[src/design/md5_block_compression_unit_macros.svh]
// Assertion macros shared by the MD5 compression unit RTL.
`ifndef MD5_BLOCK_COMPRESSION_UNIT_MACROS_SVH
`define MD5_BLOCK_COMPRESSION_UNIT_MACROS_SVH

`ifndef SYNTHESIS

// expr must hold on every clock edge out of reset
`define MD5_ASSERT_ALWAYS(label, clk, rst_n, expr) \
  label: assert property (@(posedge clk) disable iff (!rst_n) (expr)) \
    else $error("invariant violated");

// cond implies prop in the same cycle
`define MD5_ASSERT_IMPLIES(label, clk, rst_n, cond, prop) \
  label: assert property (@(posedge clk) disable iff (!rst_n) (cond) |-> (prop)) \
    else $error("implication violated");

// cond implies prop in the next cycle
`define MD5_ASSERT_NEXT(label, clk, rst_n, cond, prop) \
  label: assert property (@(posedge clk) disable iff (!rst_n) (cond) |=> (prop)) \
    else $error("next-cycle implication violated");

`else

`define MD5_ASSERT_ALWAYS(label, clk, rst_n, expr)
`define MD5_ASSERT_IMPLIES(label, clk, rst_n, cond, prop)
`define MD5_ASSERT_NEXT(label, clk, rst_n, cond, prop)

`endif

`endif

[src/design/md5_pkg.sv]
// Package: MD5 constants, round helper functions and controller/datapath interface types.
`default_nettype none

package md5_pkg;

  localparam logic [31:0] IV [0:3] = '{
    32'h67452301, 32'hefcdab89, 32'h98badcfe, 32'h10325476
  };

  localparam logic [31:0] ROUND_K [0:63] = '{
    32'hd76aa478, 32'he8c7b756, 32'h242070db, 32'hc1bdceee,
    32'hf57c0faf, 32'h4787c62a, 32'ha8304613, 32'hfd469501,
    32'h698098d8, 32'h8b44f7af, 32'hffff5bb1, 32'h895cd7be,
    32'h6b901122, 32'hfd987193, 32'ha679438e, 32'h49b40821,
    32'hf61e2562, 32'hc040b340, 32'h265e5a51, 32'he9b6c7aa,
    32'hd62f105d, 32'h02441453, 32'hd8a1e681, 32'he7d3fbc8,
    32'h21e1cde6, 32'hc33707d6, 32'hf4d50d87, 32'h455a14ed,
    32'ha9e3e905, 32'hfcefa3f8, 32'h676f02d9, 32'h8d2a4c8a,
    32'hfffa3942, 32'h8771f681, 32'h6d9d6122, 32'hfde5380c,
    32'ha4beea44, 32'h4bdecfa9, 32'hf6bb4b60, 32'hbebfbc70,
    32'h289b7ec6, 32'heaa127fa, 32'hd4ef3085, 32'h04881d05,
    32'hd9d4d039, 32'he6db99e5, 32'h1fa27cf8, 32'hc4ac5665,
    32'hf4292244, 32'h432aff97, 32'hab9423a7, 32'hfc93a039,
    32'h655b59c3, 32'h8f0ccc92, 32'hffeff47d, 32'h85845dd1,
    32'h6fa87e4f, 32'hfe2ce6e0, 32'ha3014314, 32'h4e0811a1,
    32'hf7537e82, 32'hbd3af235, 32'h2ad7d2bb, 32'heb86d391
  };

  // rotate amounts indexed by {phase, round[1:0]}
  localparam logic [4:0] ROT_S [0:15] = '{
    5'd7, 5'd12, 5'd17, 5'd22, 5'd5, 5'd9, 5'd14, 5'd20,
    5'd4, 5'd11, 5'd16, 5'd23, 5'd6, 5'd10, 5'd15, 5'd21
  };

  localparam int unsigned NUM_WORDS  = 16;
  localparam int unsigned NUM_ROUNDS = 64;

  typedef logic [$clog2(NUM_WORDS)-1:0]  word_idx_t;
  typedef logic [$clog2(NUM_ROUNDS)-1:0] round_t;

  // controller -> datapath
  typedef struct packed {
    logic      load_word;  // write one message word
    word_idx_t word_idx;
    logic      start_iv;   // reload chaining value with IV
    logic      init_work;  // copy chaining value into A..D
    logic      kw_load;    // prefetch K + M for round kw_round
    round_t    kw_round;
    logic      do_round;   // run one round step
    round_t    round;
    logic      finish;     // fold A..D into chain, load result beat
  } cmd_t;

  // datapath -> controller
  typedef struct packed {
    logic out_busy;
  } status_t;

  // message word index for a round
  function automatic word_idx_t msg_index(input round_t r);
    word_idx_t lo;
    word_idx_t g;
    lo = r[3:0];
    case (r[5:4])
      2'd0:    g = lo;
      2'd1:    g = 4'd5 * lo + 4'd1;
      2'd2:    g = 4'd3 * lo + 4'd5;
      default: g = 4'd7 * lo;
    endcase
    return g;
  endfunction

  function automatic logic [31:0] round_f(input round_t r, input logic [31:0] b,
                                          input logic [31:0] c, input logic [31:0] d);
    logic [31:0] f;
    case (r[5:4])
      2'd0:    f = (b & c) | (~b & d);
      2'd1:    f = (b & d) | (c & ~d);
      2'd2:    f = b ^ c ^ d;
      default: f = c ^ (b | ~d);
    endcase
    return f;
  endfunction

  function automatic logic [31:0] rotl32(input logic [31:0] x, input logic [4:0] s);
    logic [63:0] t;
    t = {x, x} << s;
    return t[63:32];
  endfunction

endpackage

`default_nettype wire

[src/design/md5_datapath.sv]
// Datapath: block word store, chaining value, round registers and result register.
`default_nettype none

module md5_datapath (
  input  wire logic            clk_i,
  input  wire logic            rst_ni,
  input  wire md5_pkg::cmd_t   cmd_i,
  input  wire logic [31:0]     word_i,
  input  wire logic            out_ready_i,
  output md5_pkg::status_t     status_o,
  output logic                 out_valid_o,
  output logic [127:0]         out_data_o
);
  import md5_pkg::*;

  logic [31:0]  block_q [NUM_WORDS];
  logic [31:0]  chain_q [4];
  logic [31:0]  chain_d [4];
  logic [31:0]  work_q  [4];   // A B C D
  logic [31:0]  work_d  [4];
  logic [31:0]  kw_q, kw_d;
  logic [31:0]  rsum;
  logic [31:0]  sum_fold [4];
  logic         out_valid_q, out_valid_d;
  logic [127:0] out_data_q;

  always_comb begin
    for (int i = 0; i < 4; i++) begin
      sum_fold[i] = chain_q[i] + work_q[i];
    end
  end

  // round step; K + M already sits in kw_q
  assign rsum = work_q[0] + round_f(cmd_i.round, work_q[1], work_q[2], work_q[3]) + kw_q;

  always_comb begin
    work_d = work_q;
    if (cmd_i.init_work) begin
      work_d = chain_q;
    end else if (cmd_i.do_round) begin
      work_d[0] = work_q[3];
      work_d[3] = work_q[2];
      work_d[2] = work_q[1];
      work_d[1] = work_q[1] + rotl32(rsum, ROT_S[{cmd_i.round[5:4], cmd_i.round[1:0]}]);
    end
  end

  assign kw_d = ROUND_K[cmd_i.kw_round] + block_q[msg_index(cmd_i.kw_round)];

  always_comb begin
    chain_d = chain_q;
    if (cmd_i.load_word && cmd_i.start_iv) begin
      chain_d = IV;
    end else if (cmd_i.finish) begin
      chain_d = sum_fold;
    end
  end

  always_comb begin
    out_valid_d = out_valid_q;
    if (cmd_i.finish) begin
      out_valid_d = 1'b1;
    end else if (out_ready_i) begin
      out_valid_d = 1'b0;
    end
  end

  always_ff @(posedge clk_i or negedge rst_ni) begin
    if (!rst_ni) begin
      chain_q     <= IV;
      out_valid_q <= 1'b0;
    end else begin
      chain_q     <= chain_d;
      out_valid_q <= out_valid_d;
    end
  end

  always_ff @(posedge clk_i) begin
    if (cmd_i.load_word) begin
      block_q[cmd_i.word_idx] <= word_i;
    end
    if (cmd_i.kw_load) begin
      kw_q <= kw_d;
    end
    work_q <= work_d;
    if (cmd_i.finish) begin
      out_data_q <= {sum_fold[3], sum_fold[2], sum_fold[1], sum_fold[0]};
    end
  end

  assign status_o.out_busy = out_valid_q;
  assign out_valid_o       = out_valid_q;
  assign out_data_o        = out_data_q;

endmodule

`default_nettype wire

[src/design/md5_ctrl.sv]
// Controller: word counter, round counter and sequencing state machine.
`default_nettype none

module md5_ctrl (
  input  wire logic              clk_i,
  input  wire logic              rst_ni,
  input  wire logic              in_valid_i,
  input  wire logic              in_start_i,
  output logic                   in_ready_o,
  input  wire logic              out_ready_i,
  input  wire md5_pkg::status_t  status_i,
  output md5_pkg::cmd_t          cmd_o
);
  import md5_pkg::*;

  typedef enum logic [2:0] {
    ST_IDLE   = 3'b001,
    ST_ROUND  = 3'b010,
    ST_FINISH = 3'b100
  } state_e;

  localparam word_idx_t LAST_WORD  = word_idx_t'(NUM_WORDS - 1);
  localparam round_t    LAST_ROUND = round_t'(NUM_ROUNDS - 1);

  state_e    state_q, state_d;
  word_idx_t count_q, count_d;
  round_t    round_q, round_d;
  word_idx_t idx;

  assign idx = in_start_i ? '0 : count_q;

  always_comb begin
    state_d    = state_q;
    count_d    = count_q;
    round_d    = round_q;
    in_ready_o = 1'b0;
    cmd_o      = '0;
    cmd_o.round = round_q;
    unique case (state_q)
      ST_IDLE: begin
        in_ready_o = 1'b1;
        if (in_valid_i) begin
          cmd_o.load_word = 1'b1;
          cmd_o.word_idx  = idx;
          cmd_o.start_iv  = in_start_i;
          count_d         = idx + 4'd1;
          if (idx == LAST_WORD) begin
            cmd_o.init_work = 1'b1;
            cmd_o.kw_load   = 1'b1;
            cmd_o.kw_round  = '0;
            round_d         = '0;
            state_d         = ST_ROUND;
          end
        end
      end
      ST_ROUND: begin
        cmd_o.do_round = 1'b1;
        cmd_o.kw_load  = 1'b1;
        cmd_o.kw_round = round_q + 6'd1;
        round_d        = round_q + 6'd1;
        if (round_q == LAST_ROUND) begin
          state_d = ST_FINISH;
        end
      end
      ST_FINISH: begin
        // hold until the result register is free
        if (!status_i.out_busy || out_ready_i) begin
          cmd_o.finish = 1'b1;
          state_d      = ST_IDLE;
        end
      end
      default: begin
        state_d = ST_IDLE;
      end
    endcase
  end

  always_ff @(posedge clk_i or negedge rst_ni) begin
    if (!rst_ni) begin
      state_q <= ST_IDLE;
      count_q <= '0;
      round_q <= '0;
    end else begin
      state_q <= state_d;
      count_q <= count_d;
      round_q <= round_d;
    end
  end

endmodule

`default_nettype wire

[src/design/md5_block_compression_unit.sv]
// Top level: MD5 block compression unit with stream input and output.
`default_nettype none

`include "md5_block_compression_unit_macros.svh"

// MD5 compression over 512-bit blocks fed as sixteen 32-bit little-endian
// message words, one per input beat. A beat with tuser set starts a new
// message: the chaining value is reset to the MD5 IV and the beat becomes
// word 0 (any partial block is dropped). After the sixteenth word the unit
// runs the 64 rounds on one shared round unit, one round per clock, folds
// A..D into the chaining value and presents the new chaining value as one
// output beat. Blocks without tuser chain from the previous result. Input
// is held off (s_axis_tready_o low) while rounds run and until the fold, so
// a block takes its 16 input beats, then the 64 rounds one after another on
// the single-round datapath, then the fold. The result sits in an output
// register; input beats of the next block are taken while it waits, and
// only the fold of the next block waits for it to be taken. Padding and
// length append are done by software.

module md5_block_compression_unit (
  input  wire logic         clk_i,
  input  wire logic         rst_ni,
  // input stream
  input  wire logic         s_axis_tvalid_i,
  output logic              s_axis_tready_o,
  input  wire logic [31:0]  s_axis_tdata_i,   // [31:0] message_word
  input  wire logic         s_axis_tuser_i,   // [0] start_message
  // output stream
  output logic              m_axis_tvalid_o,
  input  wire logic         m_axis_tready_i,
  output logic [127:0]      m_axis_tdata_o    // [63:0] digest_ab, [127:64] digest_cd
);
  import md5_pkg::*;

  cmd_t    cmd;
  status_t status;

  md5_ctrl u_ctrl (
    .clk_i       (clk_i),
    .rst_ni      (rst_ni),
    .in_valid_i  (s_axis_tvalid_i),
    .in_start_i  (s_axis_tuser_i),
    .in_ready_o  (s_axis_tready_o),
    .out_ready_i (m_axis_tready_i),
    .status_i    (status),
    .cmd_o       (cmd)
  );

  md5_datapath u_datapath (
    .clk_i       (clk_i),
    .rst_ni      (rst_ni),
    .cmd_i       (cmd),
    .word_i      (s_axis_tdata_i),
    .out_ready_i (m_axis_tready_i),
    .status_o    (status),
    .out_valid_o (m_axis_tvalid_o),
    .out_data_o  (m_axis_tdata_o)
  );

  // at most one of word load, round step and fold in any cycle
  `MD5_ASSERT_ALWAYS(a_cmd_exclusive, clk_i, rst_ni, $onehot0({cmd.load_word, cmd.do_round, cmd.finish}))
  // no input beat is taken while rounds run
  `MD5_ASSERT_IMPLIES(a_no_input_in_rounds, clk_i, rst_ni, cmd.do_round, !s_axis_tready_o)
  // a fold never overwrites a result that has not been taken
  `MD5_ASSERT_IMPLIES(a_no_result_overwrite, clk_i, rst_ni, cmd.finish, !status.out_busy || m_axis_tready_i)
  // a fold always presents a result beat next cycle
  `MD5_ASSERT_NEXT(a_fold_gives_beat, clk_i, rst_ni, cmd.finish, m_axis_tvalid_o)

endmodule

`default_nettype wire
[config.mk]
export PLATFORM = sky130hd
export DESIGN_NAME = md5_block_compression_unit
export DESIGN_NICKNAME = d
export VERILOG_FILES = /design/src/design/md5_pkg.sv /design/src/design/md5_datapath.sv /design/src/design/md5_ctrl.sv /design/src/design/md5_block_compression_unit.sv
export VERILOG_INCLUDE_DIRS = /design/src /design/src/design
export SDC_FILE = /design/constraint.sdc
export NUM_CORES = 2
export LEC_CHECK = 0
export ABC_AREA = 0
export BUFFER_PORTS_ARGS = -buffer_cell sky130_fd_sc_hd__buf_2
export CORE_MARGIN = 8
export CORE_UTILIZATION = 45
export CTS_BUF_LIST = sky130_fd_sc_hd__clkbuf_4 sky130_fd_sc_hd__clkbuf_8
export DETAILED_ROUTE_END_ITERATION = 10
export MAX_ROUTING_LAYER = met4
export RECOVER_POWER = 100
export SETUP_SLACK_MARGIN = 0.02
export SLEW_MARGIN = 5
export SYNTH_ARGS = -nofsm -noshare
export SYNTH_HDL_FRONTEND = slang
export SYNTH_HIERARCHICAL = 1
export SYNTH_SLANG_ARGS = --single-unit
[constraint.sdc]
create_clock -name clk_i -period 15 [get_ports clk_i]
set_input_delay 3 -clock clk_i [delete_from_list [all_inputs] [get_ports clk_i]]
set_output_delay 3 -clock clk_i [all_outputs]
set_load 0.05 [all_outputs]
==> metrics.csv <==
metric,value,unit
finClkSkew,0.0532,ns
synth_commonest_cells,"edfxtp_1 (800), a21oi_1 (459), nand2_1 (372)",
dr_total_vias,39100,
ctsResizeCount,0,
finalCritPeriodShare,77.7,%
clockBufferDepth,3,
rsz0062_at_grt,false,
sw_frac_of_total,23.6,%
max_cap_viol_count,34,
setup_viol,0,
grt_max_degree,151,
cp_slowest_stage_delay,2.47,ns
drc,0,
cts_tree,yes,
cp-end-kind,flop,
period_minus_slack,11.65,ns
synth.top_cells.by_area,"edfxtp_1 (44%), ha_1 (5.9%), mux4_2 (5.7%), a21oi_1 (4.2%), dfrtp_1 (3.5%)",
p_seq_share,51.2,%
ys_ff_latch,942,
die_h,364,µm
ys_seq_area_share,50.7,%
io_pins,167,
hold_viol_final,0,
synthArstFlopShare,15.1,%
cp_slowest_cell,clkbuf_1,
clkTransAtPathRegs,0.06,ns
tns,0,ns
worstPathRequired,15.64,ns
final_nets,5184,
place_hpwl,111000,µm
status,finished with violations,
clock_latency,0.91,ns
p_comb_share,6.0,%
start_util,45.4,%
violations,"capacitance limit, slew limit",
dr.pass1.iters,6,
post_drt_wl_per_cell,24.5,µm
ys_types,105,
area_growth,10.5,%
place_congestion,0.992,
grt_pass1_wl,238000,µm
cellLeakagePower,21.4,nW
tightest_slew,8.25,ns
crit_fanout,54,
p_clk_share,42.8,%
irDropWorstVdd,0.000107,V
cts-root-buf,clkbuf_8,
core,0.120,mm²
synth_top_area_share,44.1,%
power_density,93.2,mW/mm²
grt_overflow,0,
avgSynthCellArea,11.7,µm²
synth_area,0.0545,mm²
io_buffers,166,
synth_cells,4674,
arrival,12.29,ns
cts_setup_buffers,0,
clock_sinks,942,
antenna_found_initial,6,
synth_most_common_cell,edfxtp_1,
die-area,0.133,mm²
routed_wl,161000,µm
switching_power,1.32,mW
critPathLaunchType,flop,
cts_buffers,161,
synth_edf_count,800,
grt_pass1_vias,37300,
drtIter0Drc,3509,
r2r_setup_slack,3.35,ns
drive_above_1_share,13.7,%
die_w,364,µm
slew_viol_final,1448,
synth_nets,5010,
cts_hold_buf,0,
htreeDepth,4,
ant_nets,0,
p_int,4.29,mW
routed_via_density,5.92,
synth_largest_area_cell,edfxtp_1,
max_slew_margin,-450,%
path_class,reg -> reg,
fmax,85.8,MHz
utilization,50.2,%
yosysWarnings,6,
hold_class,reg -> reg,
grt_usage,24.4,%
rows,127,
synthFlopType,edfxtp_1,
[cells in the final DEF, fill, tap and decap left out, types with 43 or more instances in the layout]
cell and count:
a211oi_1 67, ha_1 256, clkbuf_1 196, xnor2_1 142, nor2_1 335, nand3_1 63, xor2_1 61, clkbuf_4 53
inv_1 130, clkbuf_8 169, edfxtp_1 800, mux2_2 113, o21ai_0 232, dfrtp_1 76, nor2b_1 65, a21o_1 81
a21oi_1 457, nand2_1 370, a31oi_1 72, o21a_1 47, fa_1 43, dfstp_2 61, mux2i_1 174, mux4_2 137
nor3_1 106
[critical path, delay by kind of cell, from the launching register on]
family                     cells  cell delay (ns)
AOI/OAI and AO/OA             10             2.99
xor gates and xnor gates       4             1.22
adders and majority gates      4             1.77
buffers and inverters          6             3.83
DFF                            1             0.65
and+or+nand+nor                4             0.89
[worst paths after layout]
path                                         start                      end  depth (start not counted)
setup / recovery                 u_ctrl/state_q[0]      u_datapath/kw_q[30]                         28
hold / removal             u_datapath/chain_q[118]  u_datapath/chain_q[118]                          2
setup reg to reg                 u_ctrl/state_q[0]      u_datapath/kw_q[30]                         28
hold reg to reg            u_datapath/chain_q[118]  u_datapath/chain_q[118]                          2
max in group asynchronous                   rst_ni        u_ctrl/round_q[5]                          3
min in group asynchronous                   rst_ni   u_datapath/chain_q[58]                          1
[per-stage QoR]
stage	cell area [µm²]	hold WS [ns]	setup WS [ns]	total power [mW]	std cells
6_report	60200	0.501	3.35	5.61	6598
5_1_grt	60200	0.530	2.45	5.83	6598
4_1_cts	60600	0.500	5.42	5.69	6589
3_5_place_dp	57300	0.492	5.47	3.27	6297
3_3_place_gp	57300	0.485	5.59	3.26	6297
2_1_floorplan	54500	0.466	3.49	3.15	4674
[power groups by stage]
stage	clock network, mW	logic [mW]	registers (mW)
floorplan	0	0.225	2.92
global placement	0	0.336	2.93
detailed placement	0	0.339	2.93
CTS	2.47	0.341	2.87
global route	2.58	0.370	2.88
finish	2.40	0.335	2.88
[metal layers]
| metal | global-route usage [%] | wire, µm | up-vias | share of wire, % |
|---|---|---|---|---|
| li1 | - | - | 18200 | - |
| met3 | 3.87 | 10400 | 299 | 6.4 |
| met2 | 38.0 | 75200 | 1325 | 47 |
| met5 | - | 0 | - | 0 |
| met1 | 31.8 | 69000 | 19300 | 43 |
| met4 | 10.4 | 6930 | 0 | 4.3 |
[registers in the layout, indices dropped and copies added (netlist names)]
name	cells
u_ctrl/state_q	3
u_datapath/chain_q	128
u_datapath/out_data_o	128
u_datapath/out_valid_o	1
u_datapath/kw_q	32
u_ctrl/round_q	6
u_datapath/block_q	512
u_datapath/work_q	128
u_ctrl/count_q	4
[logic make-up after synthesis]
| family | count (synthesis) | share of synthesized area, % |
|---|---|---|
| compound gates | 1267 | 14.7 |
| fa+ha+maj | 299 | 7.46 |
| flops | 942 | 50.7 |
| buf+inv | 357 | 2.53 |
| xor+xnor | 206 | 3.31 |
| simple gates | 1177 | 10.0 |
| mux | 426 | 11.3 |
[layout make-up]
class	instances	area, µm²
Tap cell	1612	2020
Sequential cell	942	27700
Antenna cell	9	22.5
Clock buffer	222	2720
Fill cell	10700	59800
Clock inverter	70	609
Inverter	133	499
Multi-Input combinational cell	3375	25600
Timing Repair Buffer	235	1050
(Power assumes the default switching activity.)
